--- config.mk ---
export PLATFORM = sky130hd
export DESIGN_NAME = astm_frame_builder
export DESIGN_NICKNAME = d
export VERILOG_FILES = /design/src/design/afb_pkg.sv /design/src/design/afb_front.sv /design/src/design/afb_queue.sv /design/src/design/afb_back.sv /design/src/design/astm_frame_builder.sv
export SDC_FILE = /design/constraint.sdc
export NUM_CORES = 1
export LEC_CHECK = 0
export ABC_AREA = 1
export BUFFER_PORTS_ARGS = -buffer_cell sky130_fd_sc_hd__buf_2
export CORE_ASPECT_RATIO = 1.4
export CORE_UTILIZATION = 35
export CTS_CLUSTER_SIZE = 10
export DETAILED_ROUTE_END_ITERATION = 6
export GPL_TIMING_DRIVEN = 0
export PLACE_DENSITY = 0.52
export RECOVER_POWER = 100
export SETUP_SLACK_MARGIN = 0.15
export SYNTH_ARGS = -nofsm -noshare
export SYNTH_HDL_FRONTEND = slang
export SYNTH_SLANG_ARGS = --single-unit
--- constraint.sdc ---
create_clock -name clk_i -period 3.3 [get_ports clk_i]
set_input_delay 0.165 -clock clk_i [delete_from_list [all_inputs] [get_ports clk_i]]
set_output_delay 0.165 -clock clk_i [all_outputs]
set_load 0.005 [all_outputs]
--- src/design/afb_pkg.sv ---
// types, constants and helpers for the frame builder
package afb_pkg;

  // control characters of the framing
  localparam logic [7:0] CH_STX = 8'h02;
  localparam logic [7:0] CH_ETX = 8'h03;
  localparam logic [7:0] CH_ETB = 8'h17;
  localparam logic [7:0] CH_CR  = 8'h0D;
  localparam logic [7:0] CH_LF  = 8'h0A;
  localparam logic [7:0] CH_ZERO = 8'h30;

  // body size limits
  localparam logic [7:0] BODY_LIMIT = 8'd240;
  localparam logic [7:0] BODY_MIN   = 8'd1;

  // default depth of the command queue
  localparam int QUEUE_DEPTH = 4;

  // input word
  typedef struct packed {
    logic [7:0] data_byte;
    logic       has_byte;
    logic       end_of_message;
  } afb_in_t;

  // output word
  typedef struct packed {
    logic [7:0] out_byte;
    logic       last_of_run;
    logic       message_done;
  } afb_out_t;

  // one classified item: what the back end has to emit
  typedef struct packed {
    logic       do_open;
    logic [7:0] digit;
    logic       do_byte;
    logic [7:0] data;
    logic       do_close;
    logic       is_end;
    logic [7:0] sum;
  } afb_cmd_t;

  // uppercase ascii hex digit
  function automatic logic [7:0] hex_ascii(input logic [3:0] nib);
    logic [7:0] wide;
    wide = {4'h0, nib};
    hex_ascii = (nib < 4'd10) ? (8'h30 + wide) : (8'h37 + wide);
  endfunction

endpackage

--- src/design/afb_front.sv ---
// front end: config register, frame state and item classification
module afb_front
  import afb_pkg::*;
(
  input  logic     clk_i,
  input  logic     rst_ni,
  input  logic     cfg_we_i,
  input  logic [7:0] cfg_wdata_i,
  input  afb_in_t  in_word_i,
  input  logic     accept_i,
  output logic     push_o,
  output afb_cmd_t cmd_o
);

  logic [7:0] max_body_q, max_body_d;
  logic       in_frame_q, in_frame_d;
  logic [7:0] body_count_q, body_count_d;
  logic [7:0] running_sum_q, running_sum_d;
  logic [2:0] frame_number_q, frame_number_d;

  logic       has, fin;
  logic [7:0] digit, cnt_base, cnt, sum_base, sum_data, term;
  logic       full, do_close;

  // clamp config writes into the legal range
  always_comb begin
    max_body_d = max_body_q;
    if (cfg_we_i) begin
      if (cfg_wdata_i == 8'd0) begin
        max_body_d = BODY_MIN;
      end else if (cfg_wdata_i > BODY_LIMIT) begin
        max_body_d = BODY_LIMIT;
      end else begin
        max_body_d = cfg_wdata_i;
      end
    end
  end

  // classify the incoming word
  always_comb begin
    has      = in_word_i.has_byte;
    fin      = in_word_i.end_of_message;
    digit    = CH_ZERO | {5'd0, frame_number_q};
    cnt_base = in_frame_q ? body_count_q : 8'd0;
    if (has && cnt_base != 8'hFF) begin
      cnt = cnt_base + 8'd1;
    end else begin
      cnt = cnt_base;
    end
    sum_base = in_frame_q ? running_sum_q : digit;
    sum_data = has ? (sum_base + in_word_i.data_byte) : sum_base;
    full     = has && !fin && (cnt >= max_body_q);
    do_close = full || fin;
    term     = fin ? CH_ETX : CH_ETB;

    cmd_o.do_open  = !in_frame_q && (has || fin);
    cmd_o.digit    = digit;
    cmd_o.do_byte  = has;
    cmd_o.data     = in_word_i.data_byte;
    cmd_o.do_close = do_close;
    cmd_o.is_end   = fin;
    cmd_o.sum      = sum_data + term;
    push_o         = accept_i && (has || fin);
  end

  // next frame state
  always_comb begin
    in_frame_d     = in_frame_q;
    body_count_d   = body_count_q;
    running_sum_d  = running_sum_q;
    frame_number_d = frame_number_q;
    if (accept_i) begin
      if (do_close) begin
        in_frame_d     = 1'b0;
        body_count_d   = 8'd0;
        running_sum_d  = 8'd0;
        frame_number_d = fin ? 3'd1 : (frame_number_q + 3'd1);
      end else if (has) begin
        in_frame_d    = 1'b1;
        body_count_d  = cnt;
        running_sum_d = sum_data;
      end
    end
  end

  always_ff @(posedge clk_i or negedge rst_ni) begin
    if (!rst_ni) begin
      max_body_q     <= BODY_LIMIT;
      in_frame_q     <= 1'b0;
      body_count_q   <= 8'd0;
      running_sum_q  <= 8'd0;
      frame_number_q <= 3'd1;
    end else begin
      max_body_q     <= max_body_d;
      in_frame_q     <= in_frame_d;
      body_count_q   <= body_count_d;
      running_sum_q  <= running_sum_d;
      frame_number_q <= frame_number_d;
    end
  end

endmodule

--- src/design/afb_queue.sv ---
// small command queue between front and back end
module afb_queue
  import afb_pkg::*;
#(
  parameter int Depth = QUEUE_DEPTH
) (
  input  logic     clk_i,
  input  logic     rst_ni,
  input  logic     push_i,
  input  afb_cmd_t cmd_i,
  input  logic     pop_i,
  output logic     full_o,
  output logic     valid_o,
  output afb_cmd_t cmd_o
);

  localparam int PtrW = (Depth > 1) ? $clog2(Depth) : 1;
  localparam int CntW = $clog2(Depth + 1);
  localparam logic [PtrW-1:0] LastPtr = PtrW'(Depth - 1);

  afb_cmd_t        slot_q [Depth];
  logic [PtrW-1:0] wr_ptr_q, wr_ptr_d, rd_ptr_q, rd_ptr_d;
  logic [CntW-1:0] count_q, count_d;
  logic            do_push, do_pop;

  assign full_o  = (count_q == CntW'(Depth));
  assign valid_o = (count_q != '0);
  assign cmd_o   = slot_q[rd_ptr_q];
  assign do_push = push_i && !full_o;
  assign do_pop  = pop_i && valid_o;

  // pointer and fill count update
  always_comb begin
    wr_ptr_d = wr_ptr_q;
    rd_ptr_d = rd_ptr_q;
    count_d  = count_q;
    if (do_push) begin
      wr_ptr_d = (wr_ptr_q == LastPtr) ? '0 : wr_ptr_q + 1'b1;
    end
    if (do_pop) begin
      rd_ptr_d = (rd_ptr_q == LastPtr) ? '0 : rd_ptr_q + 1'b1;
    end
    if (do_push && !do_pop) begin
      count_d = count_q + 1'b1;
    end else if (do_pop && !do_push) begin
      count_d = count_q - 1'b1;
    end
  end

  always_ff @(posedge clk_i or negedge rst_ni) begin
    if (!rst_ni) begin
      wr_ptr_q <= '0;
      rd_ptr_q <= '0;
      count_q  <= '0;
    end else begin
      wr_ptr_q <= wr_ptr_d;
      rd_ptr_q <= rd_ptr_d;
      count_q  <= count_d;
    end
  end

  // storage
  always_ff @(posedge clk_i) begin
    if (do_push) begin
      slot_q[wr_ptr_q] <= cmd_i;
    end
  end

endmodule

--- src/design/afb_back.sv ---
// back end: walks one command through its frame bytes
module afb_back
  import afb_pkg::*;
(
  input  logic     clk_i,
  input  logic     rst_ni,
  input  logic     cmd_valid_i,
  input  afb_cmd_t cmd_i,
  output logic     pop_o,
  output logic     out_valid_o,
  input  logic     out_stall_i,
  output afb_out_t out_word_o
);

  typedef enum logic [2:0] {
    PH_STX, PH_DIGIT, PH_DATA, PH_TERM, PH_HI, PH_LO, PH_CR, PH_LF
  } phase_e;

  phase_e   phase_q, first_ph, next_ph;
  afb_cmd_t cmd_q;
  logic     valid_q;
  logic     is_last, fire, load;

  // sequencing decisions
  always_comb begin
    is_last = (phase_q == PH_LF) || (phase_q == PH_DATA && !cmd_q.do_close);
    fire    = valid_q && !out_stall_i;
    load    = cmd_valid_i && (!valid_q || (fire && is_last));
    pop_o   = load;

    if (cmd_i.do_open) begin
      first_ph = PH_STX;
    end else if (cmd_i.do_byte) begin
      first_ph = PH_DATA;
    end else begin
      first_ph = PH_TERM;
    end

    case (phase_q)
      PH_STX:   next_ph = PH_DIGIT;
      PH_DIGIT: next_ph = cmd_q.do_byte ? PH_DATA : PH_TERM;
      PH_DATA:  next_ph = PH_TERM;
      PH_TERM:  next_ph = PH_HI;
      PH_HI:    next_ph = PH_LO;
      PH_LO:    next_ph = PH_CR;
      PH_CR:    next_ph = PH_LF;
      default:  next_ph = PH_LF;
    endcase
  end

  // output byte select
  always_comb begin
    case (phase_q)
      PH_STX:   out_word_o.out_byte = CH_STX;
      PH_DIGIT: out_word_o.out_byte = cmd_q.digit;
      PH_DATA:  out_word_o.out_byte = cmd_q.data;
      PH_TERM:  out_word_o.out_byte = cmd_q.is_end ? CH_ETX : CH_ETB;
      PH_HI:    out_word_o.out_byte = hex_ascii(cmd_q.sum[7:4]);
      PH_LO:    out_word_o.out_byte = hex_ascii(cmd_q.sum[3:0]);
      PH_CR:    out_word_o.out_byte = CH_CR;
      default:  out_word_o.out_byte = CH_LF;
    endcase
    out_word_o.last_of_run  = is_last;
    out_word_o.message_done = (phase_q == PH_LF) && cmd_q.is_end;
    out_valid_o             = valid_q;
  end

  // state and held command
  always_ff @(posedge clk_i or negedge rst_ni) begin
    if (!rst_ni) begin
      valid_q <= 1'b0;
      phase_q <= PH_STX;
      cmd_q   <= '0;
    end else begin
      if (load) begin
        valid_q <= 1'b1;
        phase_q <= first_ph;
        cmd_q   <= cmd_i;
      end else if (fire) begin
        if (is_last) begin
          valid_q <= 1'b0;
        end else begin
          phase_q <= next_ph;
        end
      end
    end
  end

endmodule

--- src/design/astm_frame_builder.sv ---
// top level of the frame builder
// a taken item passes through the command queue and the back end's held command before its first byte is valid
// throughput: one output byte per cycle while out_stall_i is low; each item causes
//   no output bytes if it is an idle word, else one to eight
// the command queue lets items be taken while earlier frames still drain
// reset: no frame open, frame number 1, max_body 240, queue and output empty
module astm_frame_builder
  import afb_pkg::*;
#(
  parameter int QueueDepth = QUEUE_DEPTH
) (
  input  logic       clk_i,
  input  logic       rst_ni,
  input  logic       cfg_we_i,
  input  logic [7:0] cfg_wdata_i,
  input  logic       in_valid_i,
  output logic       in_stall_o,
  input  afb_in_t    in_word_i,
  output logic       out_valid_o,
  input  logic       out_stall_i,
  output afb_out_t   out_word_o
);

  logic     q_full, q_valid, push, pop, accept;
  afb_cmd_t push_cmd, pop_cmd;

  // input word taken whenever the queue has room
  assign in_stall_o = q_full;
  assign accept     = in_valid_i && !q_full;

  afb_front u_front (
    .clk_i       (clk_i),
    .rst_ni      (rst_ni),
    .cfg_we_i    (cfg_we_i),
    .cfg_wdata_i (cfg_wdata_i),
    .in_word_i   (in_word_i),
    .accept_i    (accept),
    .push_o      (push),
    .cmd_o       (push_cmd)
  );

  afb_queue #(
    .Depth (QueueDepth)
  ) u_queue (
    .clk_i   (clk_i),
    .rst_ni  (rst_ni),
    .push_i  (push),
    .cmd_i   (push_cmd),
    .pop_i   (pop),
    .full_o  (q_full),
    .valid_o (q_valid),
    .cmd_o   (pop_cmd)
  );

  afb_back u_back (
    .clk_i       (clk_i),
    .rst_ni      (rst_ni),
    .cmd_valid_i (q_valid),
    .cmd_i       (pop_cmd),
    .pop_o       (pop),
    .out_valid_o (out_valid_o),
    .out_stall_i (out_stall_i),
    .out_word_o  (out_word_o)
  );

endmodule

==> results_dict.tcl <==
set metrics [dict create \
    dp.final_hpwl_mm 13.3 \
    ys_async_sr_fraction_pct 40.3 \
    antenna_found_initial 0 \
    power_density_mw_per_mm2 849 \
    failed_checks "capacitance limit, slew limit" \
    fin_skew_ns 0.0106 \
    min_period_ns 3.08 \
    endpoint_kind "flop" \
    synthFlopType "edfxtp_1" \
    synth_edf_count 92 \
    finish.utilization_pct 43.7 \
    clk_latency_ns 0.43 \
    hold_class "in -> reg" \
    final_max_slew_viol_count 63 \
    start_util_pct 36.0 \
    drt_iter0_markers 250 \
    num_rows 63 \
    whs_ns 0.00757 \
    status "finished, violations left" \
    syn_area_mm2 0.00766 \
    placedCellCount 1104 \
    diodes 0 \
    path_buf_inv 6 \
    clock-sinks 154 \
    firstDrtPassIters 4 \
    hold_depth 3 \
    required_ns 3.66 \
    pin_count 35 \
    clkSlewWorstSetupHoldPaths_ns 0.07 \
    synth.avg_cell_area_um2 9.50 \
    r2r_cells 22 \
    ir_worst_vdd_v 0.000440 \
    final_cell_mix "nand2_1, edfxtp_1, inv_1, nor2_1, o21ai_0" \
    fin_crit_sh_pct 93.3 \
    crit_cells 22 \
    final_layout_size_suffix_gt1_share_pct 16.8 \
    nets 950 \
    grt_max_degree 63 \
    p_leak_nw 3.99 \
    critPathArrivalTime_ns 3.44 \
    slew_headroom_pct -9.03 \
    path_class "reg -> reg" \
    synth_warnings 0 \
    maxCapViolCount 1 \
    syn_nets 859 \
    grt_util_all_layers_pct 17.5 \
    grt-ovfl-total 0 \
    cts_buffers 17 \
    die_h_um 177 \
    ys_types 50 \
    synth.ff_latch_count 154 \
    synthToLayoutAreaGrowth_pct 21.4 \
    core_area_mm2 0.0213 \
    htree_levels 4 \
    final.setup.tns_ns 0 \
    tightest_slew_ns 1.64 \
    final_common_cell "nand2_1" \
    synthTopCellsByArea "edfxtp_1, dfrtp_1, nand2_1" \
    vias 5676 \
    synth_cells 806 \
    clockRootBuffer "clkbuf_16" \
    synth_top_area_share_pct 36.1 \
    port_buffers 34 \
    rsz0062_at_grt "true" \
    yosysTopAreaCell "edfxtp_1" \
    cp_max_fo 8 \
    crit_path_frequent_cell "nand2_4" \
    drc 0 \
    die_w_um 127 \
    grt_pass1_wl_mm 29.4 \
    crit_family "simple AND/OR/NAND/NOR gates" \
    dieArea_mm2 0.0225 \
    p_total_w 0.00789 \
    tritoncts "yes" \
    wl_mm 18.7 \
    slowest_stage "dfrtp_1" \
    wl_per_cell_um 16.0 \
    place.gp.congestion 0.798 \
    slowest_delay_ns 0.37 \
    grt_pass1_vias 5548 \
    hold_viol_final 0 \
    final_cell_count_no_fill 1170 \
    crit_chain "buf_6 -> buf_12 -> nand2_4 -> inv_4 -> ha_4 -> nand2_4 -> nor2_4 -> nand3_2 -> nand2_4 -> nor3_4 -> buf_6 -> nand3_2 -> nand2_1 -> inv_2 -> ha_4 -> a21oi_2 -> o21a_1 -> nand3_2 -> nand2_4 -> nand3_4 -> buf_12 -> o21ai_2" \
    drt-vias-per-instance 4.85 \
    synth_seq_area_share_pct 56.4 \
    clk_path_buf_depth 2 \
    setup_viol 0 \
    fmax_mhz 325 \
    antenna_left 0 \
    crit_path_start_kind "flop" \
]
[path summary, 6_finish.rpt]
| kind | from | endpoint | slack, ns |
|---|---|---|---|
| setup / recovery | u_front.in_frame_q | u_front.body_count_q[2] | 0.22 |
| hold / removal | out_stall_i | u_back.out_valid_o | 0.008 |
| setup reg to reg | u_front.in_frame_q | u_front.body_count_q[2] | 0.22 |
| hold reg to reg | u_back.cmd_q[23] | u_back.cmd_q[23] | 0.46 |
| max in group asynchronous | rst_ni | u_front.running_sum_q[4] | 1.63 |
| min in group asynchronous | rst_ni | u_back.cmd_q[15] | 0.68 |
[synthesized netlist by cell type, types with 9 or more instances]
| cell type | instances |
|---|---|
| o21ai_2 | 12 |
| dfrtp_1 | 57 |
| edfxtp_1 | 92 |
| xor2_1 | 9 |
| o21ai_1 | 10 |
| nor2_1 | 86 |
| inv_1 | 90 |
| ha_1 | 28 |
| o22ai_1 | 25 |
| a21oi_1 | 14 |
| nand3_1 | 34 |
| clkbuf_1 | 15 |
| nand2_1 | 195 |
| o21ai_0 | 72 |
[sequential cells by signal (all words and copies together) (netlist names), 3 cells and up]
name / cells
u_front.frame_number_q: 3
u_queue.count_q: 3
u_front.body_count_q: 8
u_front.max_body_q: 8
u_queue.slot_q: 92
u_back.phase_q: 3
u_back.cmd_q: 23
u_front.running_sum_q: 8
[cell families after synthesis]
logic type / after synthesis / synth area share (%)
flip-flops: 154 / 56.4
buffers and inverters: 120 / 6.96
adder cells (fa/ha/maj): 30 / 5.10
XOR/XNOR: 14 / 1.60
AO/OA/AOI/OAI: 149 / 11.4
multiplexers: 1 / 0.147
AND/OR/NAND/NOR: 338 / 18.4
[routing by layer]
layer | up-vias | global-route usage [%] | routed length, um
li1 | 2890 | - | -
met1 | 2657 | 18.7 | 7450
met2 | 91 | 33.3 | 10100
met3 | 38 | 3.08 | 507
met4 | 0 | 8.04 | 686
met5 | - | 0 | 0
[metrics by stage]
stage / instance area (um^2) / worst slack [ns]
after global placement: 8150 / -0.559
after global routing: 9300 / 0.0305
after CTS: 9070 / 0.161
after floorplan: 7660 / 0.444
after detailed placement: 8230 / -0.261
final: 9300 / 0.222
[area by class of cell]
| class | count | area (um^2) |
|---|---|---|
| plain buffers | 26 | 174 |
| clock buffers | 17 | 425 |
| clock inverters | 15 | 119 |
| fillers | 2081 | 12000 |
| inverters | 94 | 358 |
| multi-input cells | 532 | 3050 |
| flip-flops and latches | 154 | 4320 |
| well taps | 260 | 325 |
| repair buffers | 72 | 520 |
[where the power goes]
part	switching (W)	total, W	internal, W
Sequential	0.000283	0.00295	0.00267
Combinational	0.00201	0.00313	0.00112
Clock	0.000831	0.00181	0.000976
Total	0.00312	0.00789	0.00477
[worst min-delay path, cell delays in order]
cell and delay (ns):
buf_2 0.10, nand2_1 0.06, nand3_1 0.07
[timing repair]
action	CTS	global route
pin swaps	6	15
endpoints found under the setup margin	40	40
endpoints found under the hold margin	70	0
resized for setup	29	55
hold buffers	11	0
cloned	1	0
buffers inserted	9	13
(Power assumes the default switching activity.)
